[src/rtl/mf3_pkg.sv]
// Package with the types, constants and helper functions of the 3x3 median filter.
package mf3_pkg;

  localparam int PIX_W     = 8;
  localparam int FW_W      = 12;
  localparam int FH_W      = 13;
  localparam int COL_W     = 11;
  localparam int ROW_W     = 13;
  localparam int CNT_W     = 23;
  localparam int WH_W      = 24;
  localparam int MAX_WIDTH = 2048;
  localparam int W_MIN     = 3;
  localparam int W_MAX     = (MAX_WIDTH < 2048) ? MAX_WIDTH : 2048;
  localparam int H_MIN     = 3;
  localparam int H_MAX     = 4096;
  localparam int FW_RESET  = 640;
  localparam int FH_RESET  = 480;
  localparam int ADDR_W    = 3;
  localparam int DATA_W    = 32;
  localparam int WIN_N     = 9;
  localparam int CENTER    = 4;

  typedef logic [PIX_W-1:0] pix_t;
  typedef logic [WIN_N-1:0][PIX_W-1:0] window_t;

  typedef enum logic {
    REG_FRAME_WIDTH  = 1'b0,
    REG_FRAME_HEIGHT = 1'b1
  } reg_idx_t;

  typedef struct packed {
    logic border;
    logic last;
  } mf3_ctl_t;

  typedef struct packed {
    pix_t lo;
    pix_t md;
    pix_t hi;
  } sort3_t;

  function automatic sort3_t sort3(input pix_t a, input pix_t b, input pix_t c);
    pix_t   mn;
    pix_t   mx;
    sort3_t s;
    mn   = (a < b) ? a : b;
    mx   = (a < b) ? b : a;
    s.lo = (mn < c) ? mn : c;
    s.hi = (mx > c) ? mx : c;
    s.md = (mx < c) ? mx : ((mn > c) ? mn : c);
    return s;
  endfunction

  function automatic logic [FW_W-1:0] clamp_w(input logic [FW_W-1:0] v);
    logic [FW_W-1:0] r;
    r = v;
    if (v < FW_W'(W_MIN)) begin
      r = FW_W'(W_MIN);
    end else if (v > FW_W'(W_MAX)) begin
      r = FW_W'(W_MAX);
    end
    return r;
  endfunction

  function automatic logic [FH_W-1:0] clamp_h(input logic [FH_W-1:0] v);
    logic [FH_W-1:0] r;
    r = v;
    if (v < FH_W'(H_MIN)) begin
      r = FH_W'(H_MIN);
    end else if (v > FH_W'(H_MAX)) begin
      r = FH_W'(H_MAX);
    end
    return r;
  endfunction

endpackage

[src/rtl/mf3_stream_if.sv]


interface mf3_out_if;
  logic                     valid;
  logic                     ready;
  logic [mf3_pkg::PIX_W-1:0] pixel_out;
  logic                     frame_end;

  modport source (output valid, output pixel_out, output frame_end, input ready);
  modport sink (input valid, input pixel_out, input frame_end, output ready);
endinterface

[src/rtl/mf3_median.sv]
// Pipelined median-of-nine network and the output register.
module mf3_median (
  input  logic              clk,
  input  logic              rst,
  input  mf3_pkg::window_t  win,
  input  mf3_pkg::mf3_ctl_t win_ctl,
  input  logic              win_valid,
  output logic              win_ready,
  mf3_out_if.source         out_stream
);

  logic              en_o;
  logic              en4;
  logic              en3;

  logic              s3_valid;
  mf3_pkg::sort3_t   s3_rows [3];
  mf3_pkg::pix_t     s3_center;
  mf3_pkg::mf3_ctl_t s3_ctl;

  logic              s4_valid;
  mf3_pkg::pix_t     s4_lo;
  mf3_pkg::pix_t     s4_md;
  mf3_pkg::pix_t     s4_hi;
  mf3_pkg::pix_t     s4_center;
  mf3_pkg::mf3_ctl_t s4_ctl;

  mf3_pkg::sort3_t   mins;
  mf3_pkg::sort3_t   meds;
  mf3_pkg::sort3_t   maxs;
  mf3_pkg::sort3_t   fin;

  assign en_o      = !out_stream.valid || out_stream.ready;
  assign en4       = !s4_valid || en_o;
  assign en3       = !s3_valid || en4;
  assign win_ready = en3;

  assign mins = mf3_pkg::sort3(s3_rows[0].lo, s3_rows[1].lo, s3_rows[2].lo);
  assign meds = mf3_pkg::sort3(s3_rows[0].md, s3_rows[1].md, s3_rows[2].md);
  assign maxs = mf3_pkg::sort3(s3_rows[0].hi, s3_rows[1].hi, s3_rows[2].hi);
  assign fin  = mf3_pkg::sort3(s4_lo, s4_md, s4_hi);

  always_ff @(posedge clk) begin
    if (rst) begin
      s3_valid         <= 1'b0;
      s4_valid         <= 1'b0;
      out_stream.valid <= 1'b0;
    end else begin
      if (en3) begin
        s3_valid <= win_valid;
      end
      if (en4) begin
        s4_valid <= s3_valid;
      end
      if (en_o) begin
        out_stream.valid <= s4_valid;
      end
    end
  end

  always_ff @(posedge clk) begin
    if (en3 && win_valid) begin
      for (int r = 0; r < 3; r++) begin
        s3_rows[r] <= mf3_pkg::sort3(win[r*3], win[r*3+1], win[r*3+2]);
      end
      s3_center <= win[mf3_pkg::CENTER];
      s3_ctl    <= win_ctl;
    end
    if (en4 && s3_valid) begin
      s4_lo     <= mins.hi;
      s4_md     <= meds.md;
      s4_hi     <= maxs.lo;
      s4_center <= s3_center;
      s4_ctl    <= s3_ctl;
    end
    if (en_o && s4_valid) begin
      out_stream.pixel_out <= s4_ctl.border ? s4_center : fin.md;
      out_stream.frame_end <= s4_ctl.last;
    end
  end

endmodule

[src/flat_wrapper.sv]
// flat-port wrapper written by rule: the top's interface ports become plain ports
module mf3_median_flat 
  (clk, rst, win, win_ctl, win_valid, win_ready, out_stream_valid, out_stream_pixel_out, out_stream_frame_end, out_stream_ready);
  mf3_out_if out_stream_i ();
  input  logic clk;
  input  logic rst;
  input  mf3_pkg::window_t win;
  input  mf3_pkg::mf3_ctl_t win_ctl;
  input  logic win_valid;
  output logic win_ready;
  output wire logic [$bits(out_stream_i.valid)-1:0] out_stream_valid;
  output wire logic [$bits(out_stream_i.pixel_out)-1:0] out_stream_pixel_out;
  output wire logic [$bits(out_stream_i.frame_end)-1:0] out_stream_frame_end;
  input wire logic [$bits(out_stream_i.ready)-1:0] out_stream_ready;
  assign out_stream_valid = out_stream_i.valid;
  assign out_stream_pixel_out = out_stream_i.pixel_out;
  assign out_stream_frame_end = out_stream_i.frame_end;
  assign out_stream_i.ready = out_stream_ready;
  mf3_median u_core (.clk(clk), .rst(rst), .win(win), .win_ctl(win_ctl), .win_valid(win_valid), .win_ready(win_ready), .out_stream(out_stream_i));
endmodule
[config.mk]
export PLATFORM = sky130hd
export DESIGN_NAME = mf3_median_flat
export DESIGN_NICKNAME = d
export VERILOG_FILES = /design/src/rtl/mf3_pkg.sv /design/src/rtl/mf3_stream_if.sv /design/src/rtl/mf3_median.sv /design/src/flat_wrapper.sv
export SDC_FILE = /design/constraint.sdc
export NUM_CORES = 1
export LEC_CHECK = 0
export BUFFER_PORTS_ARGS = -buffer_cell sky130_fd_sc_hd__buf_2
export CORE_MARGIN = 2
export CORE_UTILIZATION = 30
export CTS_BUF_LIST = sky130_fd_sc_hd__clkbuf_2
export CTS_CLUSTER_DIAMETER = 80
export CTS_CLUSTER_SIZE = 30
export DETAILED_ROUTE_END_ITERATION = 10
export SKIP_CTS_REPAIR_TIMING = 1
export SLEW_MARGIN = 20
export SYNTH_ARGS = -nofsm -noshare
export SYNTH_HDL_FRONTEND = slang
export SYNTH_SLANG_ARGS = --single-unit
export TNS_END_PERCENT = 20
[constraint.sdc]
create_clock -name clk -period 11.5 [get_ports clk]
set_input_delay 2.3 -clock clk [delete_from_list [all_inputs] [get_ports clk]]
set_output_delay 2.3 -clock clk [all_outputs]
set_load 0.01 [all_outputs]
# Word-level counts from Yosys, hierarchy flattened
# Memory sizes are Yosys's and may differ from the RTL's.
# Index checks and enable logic that the tools add are counted.
# totals
register_bits	56
latchBits	0
ram_bits	72
mem_bits_ro	0
out_inout_bits	11
word_cells	82
mem_count	1
# memory_table
name	depth	word_bits	read_ports	rd_ports_with_merged_regs	wr	line	text
u_core.s3_rows	3	24	3	0	3	mf3_median.sv:17	mf3_pkg::sort3_t s3_rows [3];
# op_classes
addsub	0
mul	0
n_div	0
order_cmp	25
eq_ne	0
shift	0
mux	33
n_bitwise	0
reduce_logical	9
# ops
cell	count
$mux W8	31
$lt A8 B8 Y1	16
$gt A8 B8 Y1	9
$logic_and A1 B1 Y1	3
$logic_not A1 Y1	3
$logic_or A1 B1 Y1	3
$mux W1	2

# Longest topological paths before layout
# Gate-level depths: netlist of run 1.
# depth
word_depth	7
ltp_mapped	17
depth_no_buf	15

# Worst setup path before layout of run 1
# Ideal clock, no wire load.
# synth_path
kind	input port to flip-flop
start	input port out_stream_ready
end	register u_core.s3_center[0], enable pin
setup_ns	0.571
arrival_ns	6.522
required_ns	10.929
setup_slack_ns	4.407
stages	2
n_path_buf	0
path_cell_list	nor2b_1 > a31oi_1
# synth_via
elab_chain_len	4
# synth_rtl
element	line	text
start: declaration	flat_wrapper.sv:14	input wire logic [$bits(out_stream_i.ready)-1:0] out_stream_ready;
$logic_or A1 B1 Y1	mf3_median.sv:33	assign en_o = !out_stream.valid || out_stream.ready;
$logic_or A1 B1 Y1	mf3_median.sv:34	assign en4 = !s4_valid || en_o;
$logic_or A1 B1 Y1	mf3_median.sv:35	assign en3 = !s3_valid || en4;
$logic_and A1 B1 Y1	mf3_median.sv:62	if (en3 && win_valid) begin
end signal: assignment	mf3_median.sv:66	s3_center <= win[mf3_pkg::CENTER];
end: declaration	mf3_median.sv:18	mf3_pkg::pix_t s3_center;
# Every way passes these cells.
# A chain may end at the register's enable or synchronous reset.

==> flow_summary_export.csv, run 1 <==
group,metric,value,unit
run_status,result_of_the_run,"finished, final reports clean",
logic_synthesis,yosysSeqAreaShare,37.85,%
logic_synthesis,synth_fp_nets,1122,
logic_synthesis,synth_enable_flop_cells,125,
worst_setup_path,worst_setup_path_end_kind,"register",
placed_design,place.detailed.hpwl,19820,um
timing,final-setup-viol-count,0,
global_routing,antenna_found_initial,1,
placed_design,postPlaceCellArea,0.01103,mm2
timing,final.setup.tns,0,ns
power_and_ir_drop,power.density_cell_area,174.2,mW/mm2
floorplan,design.core.area,0.03328,mm2
layout,mostFrequentLayoutCell,"sky130_fd_sc_hd__ha_1",
layout,layout.filler_cells,3331,
routing,route.vias.total,7288,
placed_design,weighted_congestion_at_the_end_of_routability_driven_global_placement,0.8903,
layout,final_nets,1217,
global_routing,grt_max_degree,83,
flow_run,max_cap_violations,0,
timing,fin_worst_hold_slack,0.4180,ns
logic_synthesis,async_flop_share,0,%
global_routing,grt_pass1_wl,38150,um
logic_synthesis,avgSynthCellArea,11.17,um2
worst_setup_path,critical_path_peak_fanout,18,
clocking,tritoncts,"done",
timing,fin_skew,0.05656,ns
routing,detail-route-antenna-nets,0,
power_and_ir_drop,p_leak,0.004913,uW
routing,drt-initial-drc-count,359,
floorplan,dieArea,0.03507,mm2
layout,final_layout_size_suffix_gt1_share,29.50,%
layout,most-common-layout-cells,"sky130_fd_sc_hd__ha_1 (142), sky130_fd_sc_hd__edfxtp_1 (125), sky130_fd_sc_hd__mux2_2 (124), sky130_fd_sc_hd__inv_1 (106), sky130_fd_sc_hd__buf_2 (88)",
placed_design,io_buffer_count,88,
power_and_ir_drop,worst_ir_drop_vdd,0.00006862,V
floorplan,die_w,187.3,um
timing,max-slew-margin-rel,30.12,%
floorplan,fp.dieH,187.3,um
power_and_ir_drop,power_switching,786.0,uW
routing,routedWlPerCell,16.88,um
clocking,cts_buffers,17,
timing,worstMarginPinSlew,1.048,ns
worst_setup_path,worst_ep_arrival_time,6.88,ns
floorplan,floorplan.initialDensity,30.28,%
routing,detail_route.first_pass.iterations,4,
timing,number_of_pins_exceeding_their_max_slew_limit_in_the_final_report,0,
logic_synthesis,synth_flop_cell,"sky130_fd_sc_hd__edfxtp_1",
worst_setup_path,worstSetupPathType,"input pin to register",
clocking,clk_pin_slew_worst_paths,0.27,ns
clocking,cts_root_buffer,"sky130_fd_sc_hd__clkbuf_2",
power_and_ir_drop,sequentialPowerShare,35.1,%
worst_hold_path,min-delay-path-class,"register to register",
timing,grt_setup_unrepaired,"false",
clocking,clkLatencyLatePin,0.76,ns
timing,finalCritPeriodShare,54.60,%
logic_synthesis,post_synthesis_cell_type_count,49,
global_routing,global_route_overflow,0,
power_and_ir_drop,p_clk_share,13.8,%
global_routing,grt_pass1_vias,7128,
routing,vias_per_cell,4.995,
worst_setup_path,required,12.10,ns
routing,route.detailed.drc,0,
logic_synthesis,post_synthesis_instance_total,902,
clocking,cts_max_path_buffers,2,
worst_setup_path,cp-start-kind,"input pin",
power_and_ir_drop,power.share.switching,39.92,%
logic_synthesis,combined_area_of_all_synthesized_cells,0.01008,mm2
clocking,cts.sink_count,128,
layout,finish.instance_area,0.01130,mm2
routing,postRouteWirelength,24630,um
clocking,cts_max_level,4,
global_routing,grt.total_usage,13.87,%
logic_synthesis,synth-seq-cells,128,
timing,timing.fmax,159.3,MHz
timing,hold_viol_final,0,
logic_synthesis,ys_warn_count,0,
power_and_ir_drop,p_int,1183,uW
timing,final_period_minus_worst_setup_slack,6.279,ns
power_and_ir_drop,power_share_of_the_combinational_group,51.1,%
floorplan,floorplan.rows,67,
floorplan,num_io_pins,89,
layout,syn2layout_area_growth,12.19,%
cell families after synthesis:
family	Yosys count	synth area share (%)
flip-flops	128	37.85
AND/OR/NAND/NOR	153	7.475
buffers and inverters	120	4.706
multiplexers	173	19.32
AO/OA/AOI/OAI	186	13.01
adder cells (fa/ha/maj)	142	17.63
state kept, by name, summed over array words and instances (netlist names):
| register | cells |
|---|---|
| u_core.out_stream.pixel_out | 8 |
| u_core.s4_md | 8 |
| u_core.s3_valid | 1 |
| u_core.s4_ctl | 2 |
| u_core.out_stream.frame_end | 1 |
| u_core.s4_hi | 8 |
| u_core.out_stream.valid | 1 |
| u_core.s4_valid | 1 |
| u_core.s3_rows | 72 |
| u_core.s4_lo | 8 |
| u_core.s3_center | 8 |
| u_core.s3_ctl | 2 |
| u_core.s4_center | 8 |
metrics by stage:
step | util [%] | std cells | setup WS [ns] | total power [uW]
after detailed placement | 33.16 | 1425 | 4.552 | 1702
after global placement | 33.16 | 1425 | 4.747 | 1676
after CTS | 33.85 | 1457 | 5.373 | 1981
after floorplan | - | 902 | 4.407 | 1453
final | 33.97 | 1459 | 5.221 | 1969
after global routing | 33.97 | 1459 | 4.876 | 2121
path summary, 6_finish.rpt:
| kind | slack, ns | from | endpoint | depth (start not counted) |
|---|---|---|---|---|
| hold / removal | 0.42 | u_core.s3_ctl[1] | u_core.s4_ctl[1] | 0 |
| setup reg to reg | 7.02 | u_core.s3_rows[0][14] | u_core.s4_md[3] | 10 |
| setup / recovery | 5.22 | win[13] | u_core.s3_rows[0][10] | 16 |
| hold reg to reg | 0.42 | u_core.s3_ctl[1] | u_core.s4_ctl[1] | 0 |
layout make-up:
| cell class | instances | area [um2] | share of cell area, % |
|---|---|---|---|
| Multi-Input combinational cell | 654 | 5824 | 51.52 |
| Sequential cell | 128 | 3814 | 33.74 |
| Tap cell | 448 | 560.5 | 4.958 |
| Timing Repair Buffer | 90 | 475.5 | 4.206 |
| Inverter | 106 | 397.9 | 3.520 |
| Clock inverter | 15 | 145.1 | 1.284 |
| Clock buffer | 17 | 85.08 | 0.7526 |
| Antenna cell | 1 | 2.502 | 0.02214 |
cell usage after synthesis (all sizes together), types with 2 or more instances:
| master | number | area share [%] |
|---|---|---|
| and3 | 4 | 0.25 |
| a2111oi | 4 | 0.35 |
| or3 | 24 | 1.5 |
| o2bb2ai | 2 | 0.30 |
| edfxtp | 125 | 37 |
| a211oi | 9 | 0.67 |
| o21ai | 43 | 2.4 |
| nand4 | 15 | 0.93 |
| nand2 | 46 | 1.7 |
| o211ai | 8 | 0.65 |
| a21oi | 59 | 3.0 |
| o31ai | 3 | 0.22 |
| nand2b | 7 | 0.43 |
| nor2 | 31 | 1.2 |
| inv | 106 | 3.9 |
| a21boi | 2 | 0.15 |
| o221a | 24 | 2.7 |
| nand3 | 14 | 0.70 |
| mux2i | 37 | 3.7 |
| mux2 | 136 | 16 |
| o21a | 11 | 0.82 |
| nor2b | 9 | 0.56 |
| a21o | 7 | 0.52 |
| dfxtp | 3 | 0.60 |
| clkbuf | 6 | 0.22 |
| a211o | 4 | 0.35 |
| ha | 142 | 18 |
| buf | 8 | 0.53 |
power by group through the flow:
stage / logic, uW / clock network, uW / registers [uW]
finish: 1010 / 271 / 692
detailed placement: 997 / 0 / 705
global placement: 973 / 0 / 704
CTS: 1000 / 283 / 693
global route: 1120 / 302 / 699
floorplan: 781 / 0 / 672
metal layers:
metal	vias to the layer above	track usage (%)	part of all wire, %
met2	146	25.36	51
met3	22	2.251	3.1
li1	3616	-	-
met1	3504	16.68	44
met5	-	0	0
met4	0	3.999	1.5
worst max-delay path: stages:
cell and delay [ns]:
sky130_fd_sc_hd__buf_2 0.11, sky130_fd_sc_hd__inv_1 0.05, sky130_fd_sc_hd__ha_1 0.28, sky130_fd_sc_hd__a2111oi_0 0.50
sky130_fd_sc_hd__nor2b_1 0.18, sky130_fd_sc_hd__o21ai_0 0.11, sky130_fd_sc_hd__o211ai_2 0.39, sky130_fd_sc_hd__mux2_2 0.43
sky130_fd_sc_hd__ha_1 0.30, sky130_fd_sc_hd__nor2b_1 0.14, sky130_fd_sc_hd__o211ai_1 0.15, sky130_fd_sc_hd__a21oi_1 0.09
sky130_fd_sc_hd__a211oi_1 0.83, sky130_fd_sc_hd__a21oi_1 0.15, sky130_fd_sc_hd__mux2i_1 0.55, sky130_fd_sc_hd__o221a_2 0.32
No activity file was read; power rests on OpenSTA's default activity.
==> inputs of run 2 (changes only) <==
clock period = 6.1 ns   (was 11.5 ns; I/O delays follow)
==> flow_summary_export.csv, run 2 (synthesis gave the netlist of run 1 again) <==
group,metric,value,unit
timing,fin_skew,0.06457,ns
power_and_ir_drop,p_leak,0.004945,uW
clocking,cts_max_path_buffers,2,
clocking,cts.sink_count,128,
timing,final_period_minus_worst_setup_slack,4.752,ns
floorplan,die_w,187.3,um
layout,final_cell_count_without_fillers,1463,
clocking,tritoncts,"done",
global_routing,grt_max_degree,72,
clocking,cts_root_buffer,"sky130_fd_sc_hd__clkbuf_2",
routing,m1WireLength,10890,um
worst_setup_path,cp_num_buf_inv,3,
layout,final_nets,1221,
worst_setup_path,worstReg2RegEnd,"u_core.s4_md[4]",
routing,wl_met3,736,um
worst_setup_path,reg2reg_depth,11,
clocking,clkLatencyLatePin,0.76,ns
floorplan,floorplan.rows,67,
global_routing,grt_pass1_vias,7242,
routing,drt-initial-drc-count,315,
power_and_ir_drop,worst_ir_drop_vdd,0.0001496,V
placed_design,postPlaceCellArea,0.01106,mm2
worst_setup_path,cpLargestDelayFamily,"compound AO/OA/AOI/OAI gates",
worst_setup_path,critical_path_peak_fanout,18,
layout,largest_reg_by_ff_count,"u_core.s3_rows",
worst_setup_path,critical-path-slowest-cell,"sky130_fd_sc_hd__mux2i_1",
routing,wl_met2,12200,um
worst_setup_path,worst_path_largest_cell_delay,0.54,ns
routing,postRouteWirelength,24310,um
worst_setup_path,cp-start-kind,"input pin",
worst_hold_path,min-delay-path-class,"register to register",
floorplan,dieArea,0.03507,mm2
routing,detail_route.first_pass.iterations,4,
routing,route.detailed.drc,0,
floorplan,design.core.area,0.03328,mm2
routing,detail-route-antenna-nets,0,
layout,final_layout_size_suffix_gt1_share,29.59,%
timing,hold_viol_final,0,
flow_run,max_cap_violations,0,
placed_design,weighted_congestion_at_the_end_of_routability_driven_global_placement,0.8820,
worst_setup_path,required,6.68,ns
floorplan,num_io_pins,89,
floorplan,fp.dieH,187.3,um
timing,grt_setup_unrepaired,"false",
global_routing,antenna_found_initial,1,
global_routing,grt_pass1_wl,38400,um
floorplan,floorplan.initialDensity,30.28,%
timing,final-setup-viol-count,0,
worst_setup_path,worstSetupPathType,"input pin to register",
run_status,result_of_the_run,"finished, final reports clean",
placed_design,io_buffer_count,88,
routing,vias_per_cell,4.915,
placed_design,placedCellCount,1429,
worst_hold_path,worstHoldPathCells,0,
clocking,clk_pin_slew_worst_paths,0.28,ns
global_routing,global_route_overflow,0,
layout,syn2layout_area_growth,12.52,%
worst_setup_path,cp_cell_sequence,"buf_2 -> inv_1 -> ha_1 -> a2111oi_0 -> nor2b_1 -> o21ai_0 -> o211ai_2 -> mux2_2 -> ha_1 -> nor2b_1 -> o211ai_1 -> a21oi_1 -> a211oi_1 -> buf_4 -> a21oi_1 -> mux2i_1 -> o221a_2",
timing,max-slew-margin-rel,29.78,%
routing,topRoutingLayerUsed,"met4",
layout,mostFrequentLayoutCell,"sky130_fd_sc_hd__ha_1",
timing,worstMarginPinSlew,1.050,ns
clocking,cts_buffers,17,
worst_setup_path,r2r_start,"u_core.s3_rows[0][39]",
worst_setup_path,worst_ep_arrival_time,5.33,ns
layout,largest_reg_flops,72,
timing,finalCritPeriodShare,77.90,%
timing,timing.fmax,210.4,MHz
timing,final.setup.tns,0,ns
routing,routedWlPerCell,16.62,um
worst_setup_path,rrSetupSlack,1.61,ns
layout,most-common-layout-cells,"sky130_fd_sc_hd__ha_1 (142), sky130_fd_sc_hd__edfxtp_1 (125), sky130_fd_sc_hd__mux2_2 (124), sky130_fd_sc_hd__inv_1 (106), sky130_fd_sc_hd__buf_2 (88)",
power_and_ir_drop,power.density_cell_area,328.8,mW/mm2
worst_setup_path,worst_setup_path_end_kind,"register",
layout,layout.filler_cells,3325,
layout,finish.instance_area,0.01134,mm2
clocking,cts_max_level,4,
worst_hold_path,worst_hold_path.endpoint,"u_core.s4_center[7]",
placed_design,place.detailed.hpwl,19860,um
global_routing,grt.total_usage,14.05,%
routing,route.vias.total,7190,
timing,number_of_pins_exceeding_their_max_slew_limit_in_the_final_report,0,
worst_hold_path,hp-start,"u_core.s3_center[7]",
run 2: report_power, final:
| part | leakage (uW) | internal (uW) | switching, uW | total (uW) |
|---|---|---|---|---|
| combinational | 0.00357 | 915 | 974 | 1890 |
| sequential | 0.00123 | 1190 | 112 | 1300 |
| clock | 0.000147 | 137 | 398 | 536 |
run 2: worst register-to-register path: stages, from the launching register on:
cell and delay (ns):
sky130_fd_sc_hd__edfxtp_1 0.49, sky130_fd_sc_hd__inv_1 0.09, sky130_fd_sc_hd__ha_1 0.32, sky130_fd_sc_hd__nand4_1 0.12, sky130_fd_sc_hd__o21ai_2 0.75, sky130_fd_sc_hd__o21ai_0 0.28
sky130_fd_sc_hd__ha_1 0.37, sky130_fd_sc_hd__and4_1 0.24, sky130_fd_sc_hd__a221o_1 0.39, sky130_fd_sc_hd__or4_1 0.49, sky130_fd_sc_hd__o21ai_4 0.31, sky130_fd_sc_hd__mux2_2 0.40
run 2: final cells by class:
type / count / area, um2 / area share, %
Multi-Input combinational cell: 654 / 5814 / 51.29
Sequential cell: 128 / 3814 / 33.64
Tap cell: 448 / 560.5 / 4.944
Timing Repair Buffer: 94 / 505.5 / 4.459
Inverter: 106 / 397.9 / 3.510
Clock inverter: 15 / 157.7 / 1.391
Clock buffer: 17 / 85.08 / 0.7505
Antenna cell: 1 / 2.502 / 0.02207
run 2: per-layer routing:
layer / global-route usage [%] / up-vias
li1: - / 3617
met1: 16.90 / 3404
met2: 25.16 / 140
met3: 2.477 / 29
met4: 4.884 / 0
met5: 0 / -
run 2: how the worst max path moves through the flow:
stage | from | end | slack, ns | depth (start not counted)
detailed placement | win[13] | u_core.s3_rows[0][8] | 0.70 | 17
floorplan | out_stream_ready | u_core.s3_center[0] | 0.09 | 2
CTS | win[13] | u_core.s3_rows[0][8] | 1.47 | 17
finish | win[13] | u_core.s3_rows[0][8] | 1.35 | 17
global route | win[13] | u_core.s3_rows[0][8] | 1.03 | 17
global placement | win[13] | u_core.s3_rows[0][1] | 0.82 | 16
run 2: stage by stage:
stage	hold slack (ns)	setup WS, ns	power, uW	util, %
after floorplan	0.4003	0.08671	2738	-
after detailed placement	0.4045	0.6977	3206	33.25
after global routing	0.4121	1.033	4030	34.07
final	0.4301	1.348	3727	34.07
after global placement	0.4057	0.8152	3165	33.25
after CTS	0.4113	1.471	3753	33.98
